===== config.mk =====
export PLATFORM = sky130hd
export DESIGN_NAME = best_fit_region_allocator_top
export DESIGN_NICKNAME = d
export VERILOG_FILES = /design/src/hw/rtl/bfra_pkg.sv /design/src/hw/rtl/bfra_ctrl.sv /design/src/hw/rtl/bfra_dp.sv /design/src/hw/rtl/best_fit_region_allocator_top.sv
export SDC_FILE = /design/constraint.sdc
export NUM_CORES = 2
export LEC_CHECK = 0
export BUFFER_PORTS_ARGS = -buffer_cell sky130_fd_sc_hd__buf_2
export CAP_MARGIN = 20
export CORE_MARGIN = 8
export CORE_UTILIZATION = 58
export DETAILED_ROUTE_END_ITERATION = 8
export PLACE_DENSITY = 0.77
export SYNTH_ARGS = -nofsm -noshare
export SYNTH_HDL_FRONTEND = slang
export SYNTH_HIERARCHICAL = 1
export SYNTH_SLANG_ARGS = --single-unit

===== constraint.sdc =====
create_clock -name clk_i -period 8.4 [get_ports clk_i]
set_input_delay 0.42 -clock clk_i [delete_from_list [all_inputs] [get_ports clk_i]]
set_output_delay 0.42 -clock clk_i [all_outputs]
set_load 0.01 [all_outputs]

===== src/hw/rtl/bfra_pkg.sv =====
// Package for the best-fit region allocator: widths, status codes, FSM states
// and the command/status structs between controller and datapath.
// No dependencies.
package bfra_pkg;

  localparam int unsigned MemUnitsDef    = 256;
  localparam int unsigned JobEntriesDef  = 16;
  localparam int unsigned FreeEntriesDef = 17;

  localparam int unsigned IdW    = 8;
  localparam int unsigned SizeW  = 9;
  localparam int unsigned StartW = 8;

  typedef enum logic [1:0] {
    StOk      = 2'd0,
    StNoFit   = 2'd1,
    StFull    = 2'd2,
    StNoJob   = 2'd3
  } status_e;

  typedef enum logic [2:0] {
    SIdle,
    SAllocScan,
    SAllocDone,
    SJobScan,
    SFreeScan,
    SRelDone,
    SShift,
    SReply
  } state_e;

  // Controller to datapath commands
  typedef struct packed {
    logic    load;       // capture request, clear scan state
    logic    idx_clr;    // reset scan index
    logic    idx_inc;    // advance scan index
    logic    alloc_step; // evaluate one free entry for best fit
    logic    alloc_commit;
    logic    job_step;   // compare one job entry
    logic    rel_step;   // evaluate one free entry for neighbors
    logic    rel_commit;
    logic    shift_step; // move one job entry down
    logic    fail;       // set failure status
    status_e fail_code;
  } cmd_t;

  // Datapath to controller status
  typedef struct packed {
    logic is_release;
    logic size_zero;
    logic job_full;
    logic free_last;   // index at last free entry
    logic job_last;    // index at last used job entry or beyond
    logic job_empty;
    logic job_hit;     // current job entry matches
    logic slot_ok;     // release has a target free entry
    logic shift_last;
  } stat_t;

endpackage


===== src/hw/rtl/bfra_ctrl.sv =====
// Controller FSM of the best-fit region allocator: sequences the table scans.
// Depends on bfra_pkg.
module bfra_ctrl (
  input  logic           clk_i,
  input  logic           rst_ni,
  input  logic           start_i,
  input  bfra_pkg::stat_t stat_i,
  output bfra_pkg::cmd_t  cmd_o,
  output logic           busy_o,
  output logic           done_o
);
  import bfra_pkg::*;

  state_e state_q, state_d;

  // Hold state
  always_ff @(posedge clk_i or negedge rst_ni) begin
    if (!rst_ni) begin
      state_q <= SIdle;
    end else begin
      state_q <= state_d;
    end
  end

  // Next state
  always_comb begin
    state_d = state_q;
    unique case (state_q)
      SIdle: begin
        if (start_i) state_d = SAllocDone;
      end
      SAllocDone: begin
        // first cycle after load: dispatch
        if (stat_i.is_release) begin
          state_d = stat_i.job_empty ? SReply : SJobScan;
        end else if (stat_i.size_zero || stat_i.job_full) begin
          state_d = SReply;
        end else begin
          state_d = SAllocScan;
        end
      end
      SAllocScan: begin
        if (stat_i.free_last) state_d = SReply;
      end
      SJobScan: begin
        if (stat_i.job_hit) state_d = SFreeScan;
        else if (stat_i.job_last) state_d = SReply;
      end
      SFreeScan: begin
        if (stat_i.free_last) state_d = SRelDone;
      end
      SRelDone: begin
        state_d = stat_i.slot_ok ? SShift : SReply;
      end
      SShift: begin
        if (stat_i.shift_last) state_d = SReply;
      end
      SReply: state_d = SIdle;
      default: state_d = SIdle;
    endcase
  end

  // Outputs
  always_comb begin
    cmd_o = '0;
    cmd_o.fail_code = StOk;
    busy_o = (state_q != SIdle);
    done_o = (state_q == SReply);
    unique case (state_q)
      SIdle: begin
        cmd_o.load = start_i;
        cmd_o.idx_clr = 1'b1;
      end
      SAllocDone: begin
        cmd_o.idx_clr = 1'b1;
        if (stat_i.is_release) begin
          if (stat_i.job_empty) begin
            cmd_o.fail = 1'b1;
            cmd_o.fail_code = StNoJob;
          end
        end else if (stat_i.size_zero) begin
          cmd_o.fail = 1'b1;
          cmd_o.fail_code = StNoFit;
        end else if (stat_i.job_full) begin
          cmd_o.fail = 1'b1;
          cmd_o.fail_code = StFull;
        end
      end
      SAllocScan: begin
        cmd_o.alloc_step = 1'b1;
        cmd_o.idx_inc = 1'b1;
        if (stat_i.free_last) cmd_o.alloc_commit = 1'b1;
      end
      SJobScan: begin
        cmd_o.job_step = 1'b1;
        if (stat_i.job_hit) begin
          cmd_o.idx_clr = 1'b1;
        end else begin
          cmd_o.idx_inc = 1'b1;
          if (stat_i.job_last) begin
            cmd_o.fail = 1'b1;
            cmd_o.fail_code = StNoJob;
          end
        end
      end
      SFreeScan: begin
        cmd_o.rel_step = 1'b1;
        cmd_o.idx_inc = 1'b1;
      end
      SRelDone: begin
        cmd_o.rel_commit = 1'b1;
        if (!stat_i.slot_ok) begin
          cmd_o.fail = 1'b1;
          cmd_o.fail_code = StFull;
        end
      end
      SShift: cmd_o.shift_step = 1'b1;
      SReply: ;
      default: ;
    endcase
  end
endmodule


===== src/hw/rtl/bfra_dp.sv =====
// Datapath of the best-fit region allocator: free and job tables, scan index,
// best-fit and neighbor search registers, result registers. Depends on bfra_pkg.
module bfra_dp #(
  parameter int unsigned MemUnits    = bfra_pkg::MemUnitsDef,
  parameter int unsigned JobEntries  = bfra_pkg::JobEntriesDef,
  parameter int unsigned FreeEntries = bfra_pkg::FreeEntriesDef
) (
  input  logic                       clk_i,
  input  logic                       rst_ni,
  input  logic                       kind_i,
  input  logic [bfra_pkg::IdW-1:0]   job_id_i,
  input  logic [bfra_pkg::SizeW-1:0] request_size_i,
  input  bfra_pkg::cmd_t              cmd_i,
  output bfra_pkg::stat_t             stat_o,
  output logic [1:0]                 status_o,
  output logic [bfra_pkg::StartW-1:0] region_start_o,
  output logic [bfra_pkg::SizeW-1:0]  region_length_o
);
  import bfra_pkg::*;

  localparam int unsigned AW  = $clog2(MemUnits + 1);   // address/length width
  localparam int unsigned FIW = $clog2(FreeEntries);
  localparam int unsigned JIW = $clog2(JobEntries);
  localparam int unsigned JCW = $clog2(JobEntries + 1);
  localparam int unsigned XW  = (FIW > JCW) ? FIW : JCW;

  // Tables
  logic [FreeEntries-1:0] fv_q;
  logic [AW-1:0] fs_q [FreeEntries];
  logic [AW-1:0] fl_q [FreeEntries];
  logic [IdW-1:0] jid_q [JobEntries];
  logic [AW-1:0]  js_q  [JobEntries];
  logic [AW-1:0]  jl_q  [JobEntries];
  logic [JCW-1:0] jcnt_q;

  // Request and scan state
  logic           rel_q;
  logic [IdW-1:0] id_q;
  logic [AW-1:0]  size_q;
  logic           size_zero_q, size_big_q;
  logic [XW-1:0]  idx_q;
  logic           bvalid_q;
  logic [FIW-1:0] bidx_q;
  logic [AW-1:0]  blen_q, bstart_q;
  logic [JIW-1:0] jhit_q;
  logic [AW-1:0]  rs_q, rl_q;
  logic           bel_v_q, abv_v_q, inv_v_q;
  logic [FIW-1:0] bel_q, abv_q, inv_q;
  logic [AW-1:0]  bel_s_q, bel_l_q, abv_l_q;
  logic [1:0]     st_q;
  logic [AW-1:0]  ost_q, olen_q;

  logic [FIW-1:0] fi;
  logic [JIW-1:0] ji;
  logic           cur_v;
  logic [AW-1:0]  cur_s, cur_l;
  logic [AW:0]    cur_end, rel_end;
  logic           fits, better;

  assign fi = idx_q[FIW-1:0];
  assign ji = idx_q[JIW-1:0];
  assign cur_v = fv_q[fi];
  assign cur_s = fs_q[fi];
  assign cur_l = fl_q[fi];
  assign cur_end = {1'b0, cur_s} + {1'b0, cur_l};
  assign rel_end = {1'b0, rs_q} + {1'b0, rl_q};
  assign fits = cur_v && !size_big_q && (cur_l >= size_q);
  assign better = !bvalid_q || (cur_l < blen_q) || (cur_l == blen_q && cur_s < bstart_q);

  // Status to controller
  always_comb begin
    stat_o = '0;
    stat_o.is_release = rel_q;
    stat_o.size_zero  = size_zero_q;
    stat_o.job_full   = (jcnt_q == JCW'(JobEntries));
    stat_o.free_last  = (idx_q == XW'(FreeEntries - 1));
    stat_o.job_last   = ({1'b0, idx_q} + 1'b1) >= (XW+1)'(jcnt_q);
    stat_o.job_empty  = (jcnt_q == '0);
    stat_o.job_hit    = (jid_q[ji] == id_q);
    stat_o.slot_ok    = bel_v_q || abv_v_q || inv_v_q;
    stat_o.shift_last = ({1'b0, idx_q} + 2'd2) >= (XW+1)'(jcnt_q);
  end

  // Request capture, index and search registers
  always_ff @(posedge clk_i or negedge rst_ni) begin
    if (!rst_ni) begin
      idx_q <= '0;
      rel_q <= 1'b0;
    end else begin
      if (cmd_i.load) begin
        rel_q <= kind_i;
        id_q <= job_id_i;
        size_zero_q <= (request_size_i == '0);
        size_big_q  <= ({1'b0, request_size_i} > 10'(MemUnits)) && (SizeW >= AW);
        size_q <= AW'(request_size_i);
        bvalid_q <= 1'b0;
        bel_v_q <= 1'b0;
        abv_v_q <= 1'b0;
        inv_v_q <= 1'b0;
        st_q <= StOk;
        ost_q <= '0;
        olen_q <= '0;
      end
      if (cmd_i.idx_clr) idx_q <= '0;
      else if (cmd_i.idx_inc || cmd_i.shift_step) idx_q <= idx_q + 1'b1;
      if (cmd_i.fail) begin
        st_q <= cmd_i.fail_code;
        ost_q <= '0;
        olen_q <= '0;
      end
      // best fit
      if (cmd_i.alloc_step && fits && better) begin
        bvalid_q <= 1'b1;
        bidx_q <= fi;
        blen_q <= cur_l;
        bstart_q <= cur_s;
      end
      // job hit: latch region
      if (cmd_i.job_step && stat_o.job_hit) begin
        jhit_q <= ji;
        rs_q <= js_q[ji];
        rl_q <= jl_q[ji];
      end
      // neighbors and first invalid
      if (cmd_i.rel_step) begin
        if (cur_v) begin
          if (!bel_v_q && cur_end == {1'b0, rs_q}) begin
            bel_v_q <= 1'b1;
            bel_q <= fi;
            bel_s_q <= cur_s;
            bel_l_q <= cur_l;
          end else if (!abv_v_q && {1'b0, cur_s} == rel_end) begin
            abv_v_q <= 1'b1;
            abv_q <= fi;
            abv_l_q <= cur_l;
          end
        end else if (!inv_v_q) begin
          inv_v_q <= 1'b1;
          inv_q <= fi;
        end
      end
      if (cmd_i.rel_commit && stat_o.slot_ok) begin
        st_q <= StOk;
        ost_q <= bel_v_q ? bel_s_q : rs_q;
        olen_q <= AW'(rl_q + (bel_v_q ? bel_l_q : '0) + (abv_v_q ? abv_l_q : '0));
        idx_q <= XW'(jhit_q);
      end
      // alloc result on last scan step
      if (cmd_i.alloc_commit) begin
        if (fits && better) begin
          st_q <= StOk;
          ost_q <= cur_s;
          olen_q <= size_q;
        end else if (bvalid_q) begin
          st_q <= StOk;
          ost_q <= bstart_q;
          olen_q <= size_q;
        end else begin
          st_q <= StNoFit;
          ost_q <= '0;
          olen_q <= '0;
        end
      end
    end
  end

  logic           acm_hit;
  logic [FIW-1:0] acm_idx;
  logic [AW-1:0]  acm_s, acm_l;
  assign acm_hit = cmd_i.alloc_commit && ((fits && better) || bvalid_q);
  assign acm_idx = (fits && better) ? fi : bidx_q;
  assign acm_s   = (fits && better) ? cur_s : bstart_q;
  assign acm_l   = (fits && better) ? cur_l : blen_q;

  // Free table
  always_ff @(posedge clk_i or negedge rst_ni) begin
    if (!rst_ni) begin
      fv_q <= FreeEntries'(1);
      for (int i = 0; i < FreeEntries; i++) begin
        fs_q[i] <= '0;
        fl_q[i] <= (i == 0) ? AW'(MemUnits) : '0;
      end
    end else begin
      if (acm_hit) begin
        fs_q[acm_idx] <= acm_s + size_q;
        fl_q[acm_idx] <= acm_l - size_q;
        if (acm_l == size_q) fv_q[acm_idx] <= 1'b0;
      end
      if (cmd_i.rel_commit && stat_o.slot_ok) begin
        // drop the upper neighbor only when the lower one takes the merge
        if (abv_v_q && bel_v_q) fv_q[abv_q] <= 1'b0;
        fv_q[bel_v_q ? bel_q : (abv_v_q ? abv_q : inv_q)] <= 1'b1;
        fs_q[bel_v_q ? bel_q : (abv_v_q ? abv_q : inv_q)] <= bel_v_q ? bel_s_q : rs_q;
        fl_q[bel_v_q ? bel_q : (abv_v_q ? abv_q : inv_q)] <=
          AW'(rl_q + (bel_v_q ? bel_l_q : '0) + (abv_v_q ? abv_l_q : '0));
      end
    end
  end

  // Job table: append on allocate, shift down one entry a cycle on release
  always_ff @(posedge clk_i or negedge rst_ni) begin
    if (!rst_ni) begin
      jcnt_q <= '0;
    end else begin
      if (acm_hit) begin
        jid_q[jcnt_q[JIW-1:0]] <= id_q;
        js_q[jcnt_q[JIW-1:0]]  <= acm_s;
        jl_q[jcnt_q[JIW-1:0]]  <= size_q;
        jcnt_q <= jcnt_q + 1'b1;
      end
      if (cmd_i.shift_step) begin
        if (({1'b0, idx_q} + 1'b1) < (XW+1)'(jcnt_q)) begin
          jid_q[ji] <= jid_q[JIW'(idx_q + 1'b1)];
          js_q[ji]  <= js_q[JIW'(idx_q + 1'b1)];
          jl_q[ji]  <= jl_q[JIW'(idx_q + 1'b1)];
        end
        if (stat_o.shift_last) jcnt_q <= jcnt_q - 1'b1;
      end
    end
  end

  assign status_o = st_q;
  assign region_start_o = ost_q[StartW-1:0];
  assign region_length_o = SizeW'(olen_q);
endmodule


===== src/hw/rtl/best_fit_region_allocator_top.sv =====
// Top level of the best-fit region allocator: controller plus datapath.
// Depends on bfra_pkg, bfra_ctrl, bfra_dp.
//
// Usage: drive kind_i, job_id_i and request_size_i with start high while
// busy is low; the request is taken at that edge. busy stays high until
// the result. One result appears with done_o high for exactly one cycle on
// status_o, region_start_o and region_length_o; it cannot be held off.
// An allocate walks the free table one entry a cycle. A release walks the
// job table up to the match, then the free table, then shifts the entries
// above the match down one a cycle. busy drops after the result cycle, and
// the next request can then be taken; these table walks set the rate and
// one request is in flight at a time. Requests rejected at dispatch skip
// the table walks and go straight to the result.
// Reset: all memory is one free region at address 0, job table empty.
module best_fit_region_allocator_top #(
  parameter int unsigned MemUnits    = bfra_pkg::MemUnitsDef,
  parameter int unsigned JobEntries  = bfra_pkg::JobEntriesDef,
  parameter int unsigned FreeEntries = bfra_pkg::FreeEntriesDef
) (
  input  logic                        clk_i,
  input  logic                        rst_ni,
  input  logic                        start,
  output logic                        busy,
  input  logic                        kind_i,
  input  logic [bfra_pkg::IdW-1:0]    job_id_i,
  input  logic [bfra_pkg::SizeW-1:0]  request_size_i,
  output logic                        done_o,
  output logic [1:0]                  status_o,
  output logic [bfra_pkg::StartW-1:0] region_start_o,
  output logic [bfra_pkg::SizeW-1:0]  region_length_o
);
  import bfra_pkg::*;

  cmd_t  cmd;
  stat_t stat;

  bfra_ctrl u_ctrl (
    .clk_i, .rst_ni, .start_i(start), .stat_i(stat), .cmd_o(cmd),
    .busy_o(busy), .done_o(done_o)
  );

  bfra_dp #(.MemUnits(MemUnits), .JobEntries(JobEntries), .FreeEntries(FreeEntries)) u_dp (
    .clk_i, .rst_ni, .kind_i, .job_id_i, .request_size_i, .cmd_i(cmd), .stat_o(stat),
    .status_o, .region_start_o, .region_length_o
  );

`ifndef SYNTH
  a_done_busy: assert property (@(posedge clk_i) disable iff (!rst_ni) done_o |-> busy)
    else $error("result while not busy");
  a_done_once: assert property (@(posedge clk_i) disable iff (!rst_ni) done_o |=> !done_o)
    else $error("result strobe longer than one cycle");
  a_fail_zero: assert property (@(posedge clk_i) disable iff (!rst_ni)
    (done_o && status_o != StOk) |-> (region_length_o == '0 && region_start_o == '0))
    else $error("failed request with nonzero region");
`endif
endmodule

==> qor.yml <==
outcome:
  status: "complete, no violations"
clock_network:
  clock_path_buffers: 3
  cts_resized: 0
  clk_transition_reported_paths_ns: 0.06
  clock-sinks: 882
  cts_tree: "built"
  h-tree-depth: 3
  clockRootBuffer: "clkbuf_16"
  post_cts_buffers: 0
  insertion_delay_ns: 0.69
  cts_buffers: 96
route:
  ant_nets: 0
  drc_errors: 0
  drt_first_pass_iters: 6
  wl_per_cell_um: 30.6
  vias: 35400
  drt_wl_total_um: 155000
  viasPerCell: 6.98
  drt_iter0_drc: 4570
place:
  dp_hpwl_um: 94300
  portBuffers: 41
  place.gp.congestion: 1.00
  place_ws_ns: 1.05
  place_area_mm2: 0.0523
power_and_ir_drop:
  p_per_area_mw_per_mm2: 303
  power_leakage_nw: 20.8
  max-vdd-ir-drop_mv: 0.274
  totalPowerFinal_mw: 16.8
yosys:
  ys.flop_type: "edfxtp_1"
  ys_warn_count: 6
  synth-edff-count: 545
  ys_types: 76
  ys_seq_area_frac: 0.488
  ys_seq_elements: 882
  synthArstFlopShare: 0.382
  syn_area_mm2: 0.0509
  avgSynthCellArea_um2: 13.0
  syn_nets: 4020
  syn_inst: 3900
floorplanning:
  core_mm2: 0.0869
  die_y_um: 312
  fp.dieW_um: 312
  row_count: 108
  io_pins: 42
  die_area_mm2: 0.0974
  start_util: 0.585
global_route:
  grt_max_degree: 159
  grt_pass1_vias: 35500
  grt_pass1_wl_um: 231000
  antenna_found_initial: 1
  gr-usage-all-layers: 0.312
  gr-total-overflow: 0
hold_path:
  min_path_type: "input pin to flop"
  min_path_cells: 1
final_layout:
  seqCellArea_mm2: 0.0248
  antenna_cells: 0
  syn2layout_area_growth_pct: 9.47
  multiInputGateArea_mm2: 0.0245
  num-nets-final: 3970
  drive_gt1_frac: 0.264
  post-route-util: 0.641
  fill_cells: 6235
  final_area_mm2: 0.0557
setup_path:
  cp.required_ns: 8.99
  reg2reg_depth: 27
  crit_fanout: 29
  worst_setup_path_end_kind: "flop"
  critPathArrivalTime_ns: 8.12
  setup.worst_path.class: "flop to flop"
  start_kind: "flop"
sta:
  setup_viol: 0
  slew_headroom: 0.184
  final.setup.tns_ns: 0
  period_share: 0.896
  rsz0062_at_grt: "false"
  fmax_mhz: 133
  report.final.slew_viol_count: 0
  timing.final.ws_setup_ns: 0.872
  period_needed_ns: 7.53
  tightest_slew_ns: 1.22
  clock_skew_ns: 0.0360
  hold_viol_final: 0
job:
  drv_cap: 0
==> cell usage in the layout (no fill, tap or decap), types with 11 or more instances in the layout <==
cell type / count
a22o_1: 13
o31ai_1: 13
mux2i_1: 444
edfxtp_1: 545
fa_1: 13
ha_1: 85
nor3_1: 31
nand2b_1: 13
inv_1: 72
xnor2_1: 54
clkbuf_1: 32
o221ai_1: 18
buf_2: 40
nor3b_1: 11
clkinv_1: 11
o21ai_0: 125
and3_1: 21
mux2_2: 280
nor2_4: 12
nand3_1: 49
nor2_2: 14
nor2b_1: 12
buf_4: 135
xor2_1: 16
o21ai_1: 125
clkbuf_8: 13
or3_1: 14
clkbuf_16: 101
nor4_1: 11
nand2_1: 333
a21o_2: 12
mux4_2: 335
a31oi_1: 13
a21oi_1: 158
a21o_1: 12
dfrtp_1: 331
dlygate4sd3_1: 17
nand4_1: 18
nor2_1: 172
and2_1: 28
==> area by class of cell <==
type | instances | share of cell area
Inverter | 77 | 0.00519
Tap cell | 1155 | 0.0260
Multi-Input combinational cell | 2591 | 0.440
Clock inverter | 25 | 0.00438
Sequential cell | 882 | 0.446
Timing Repair Buffer | 202 | 0.0283
Clock buffer | 146 | 0.0508
==> final timing paths <==
check	startpoint	slack, ns	endpoint
worst max-delay path	u_dp/fi[0]	0.87	u_dp/fs_q[152]
worst min-delay path	request_size_i[8]	0.05	u_dp/size_q[8]
worst max register to register	u_dp/fi[0]	0.87	u_dp/fs_q[152]
worst min register to register	u_dp/fv_q[0]	0.49	u_dp/fv_q[0]
max in group asynchronous	rst_ni	5.95	u_dp/fs_q[92]
min in group asynchronous	rst_ni	0.34	u_dp/fv_q[1]
==> synth_stat cells, types with 14 or more instances <==
| library cell | count | area share |
|---|---|---|
| edfxtp_1 | 545 | 0.32 |
| mux4_2 | 335 | 0.15 |
| mux2_2 | 280 | 0.062 |
| inv_1 | 72 | 0.0053 |
| a21oi_1 | 159 | 0.016 |
| ha_1 | 86 | 0.021 |
| nand3_1 | 49 | 0.0048 |
| or3_1 | 14 | 0.0017 |
| clkbuf_1 | 216 | 0.016 |
| a21o_1 | 24 | 0.0035 |
| xnor2_1 | 55 | 0.0095 |
| nand2_1 | 333 | 0.025 |
| and2_1 | 28 | 0.0034 |
| buf_1 | 28 | 0.0021 |
| and3_1 | 21 | 0.0026 |
| o221ai_1 | 18 | 0.0031 |
| o21ai_0 | 125 | 0.012 |
| nor3_1 | 37 | 0.0036 |
| o21ai_1 | 126 | 0.012 |
| nand4_1 | 18 | 0.0022 |
| nor2_1 | 198 | 0.015 |
| buf_2 | 59 | 0.0058 |
| buf_4 | 27 | 0.0040 |
| dfrtp_1 | 335 | 0.16 |
| xor2_1 | 17 | 0.0029 |
| mux2i_1 | 444 | 0.087 |
| buf_6 | 19 | 0.0042 |
==> where the power goes <==
group	leakage [nW]	internal (mW)	switching (mW)	total, mW
clock network	1.50	2.43	1.75	4.19
registers	9.45	5.40	0.547	5.95
logic	9.89	2.95	3.76	6.71
total	20.8	10.8	6.06	16.8
==> logic make-up after synthesis <==
group,synth area share
muxes,0.299
DFF,0.488
and+or+nand+nor,0.0669
AOI/OAI and AO/OA,0.0698
buffers and inverters,0.0378
adders and majority gates,0.0263
xor gates and xnor gates,0.0130
==> worst max-delay path, stage by stage, from the launching register on <==
cell and delay [ns]:
dfrtp_4 0.85, buf_12 0.31, mux4_2 0.52, mux4_2 0.55, a22o_1 0.37, ha_1 0.37
nand4_1 0.09, a2111oi_0 0.42, o21ai_0 0.29, nor4b_4 0.39, o31ai_4 0.12, nor2b_1 0.20
a21oi_2 0.05, buf_4 0.22, inv_1 0.08, ha_1 0.16, inv_1 0.06, fa_1 0.43
inv_1 0.07, a21oi_1 0.07, o21bai_1 0.21, a21o_1 0.15, a21oi_1 0.08, o21ai_0 0.55
xnor2_1 0.16, xnor2_1 0.15, buf_4 0.24, o31ai_1 0.25
==> metal layers <==
metal / track usage / up-vias / wire (um)
met3: 0.0755 / 493 / 19300
met2: 0.487 / 2357 / 70900
met4: 0.129 / 0 / 7080
li1: - / 14700 / -
met1: 0.422 / 17900 / 58000
met5: 0 / - / 0
==> per-stage QoR <==
step	instances	hold slack, ns
floorplan	3900	0.124
global placement	4878	0.442
detailed placement	4880	0.443
CTS	5068	0.00410
global route	5078	0.0252
finish	5078	0.0546
==> what timing repair did <==
item | 4_1_cts | 5_1_grt
hold endpoints to repair | 80 | 0
endpoints found under the setup margin | 0 | 0
hold buffers | 17 | 0
==> registers in the layout, indices dropped and copies added, names as in the netlist, 17 cells and up <==
register    cells
u_dp/fl_q     153
u_dp/fs_q     153
u_dp/jl_q     144
u_dp/js_q     144
u_dp/jid_q    128
u_dp/fv_q      17
(Power assumes the default switching activity.)
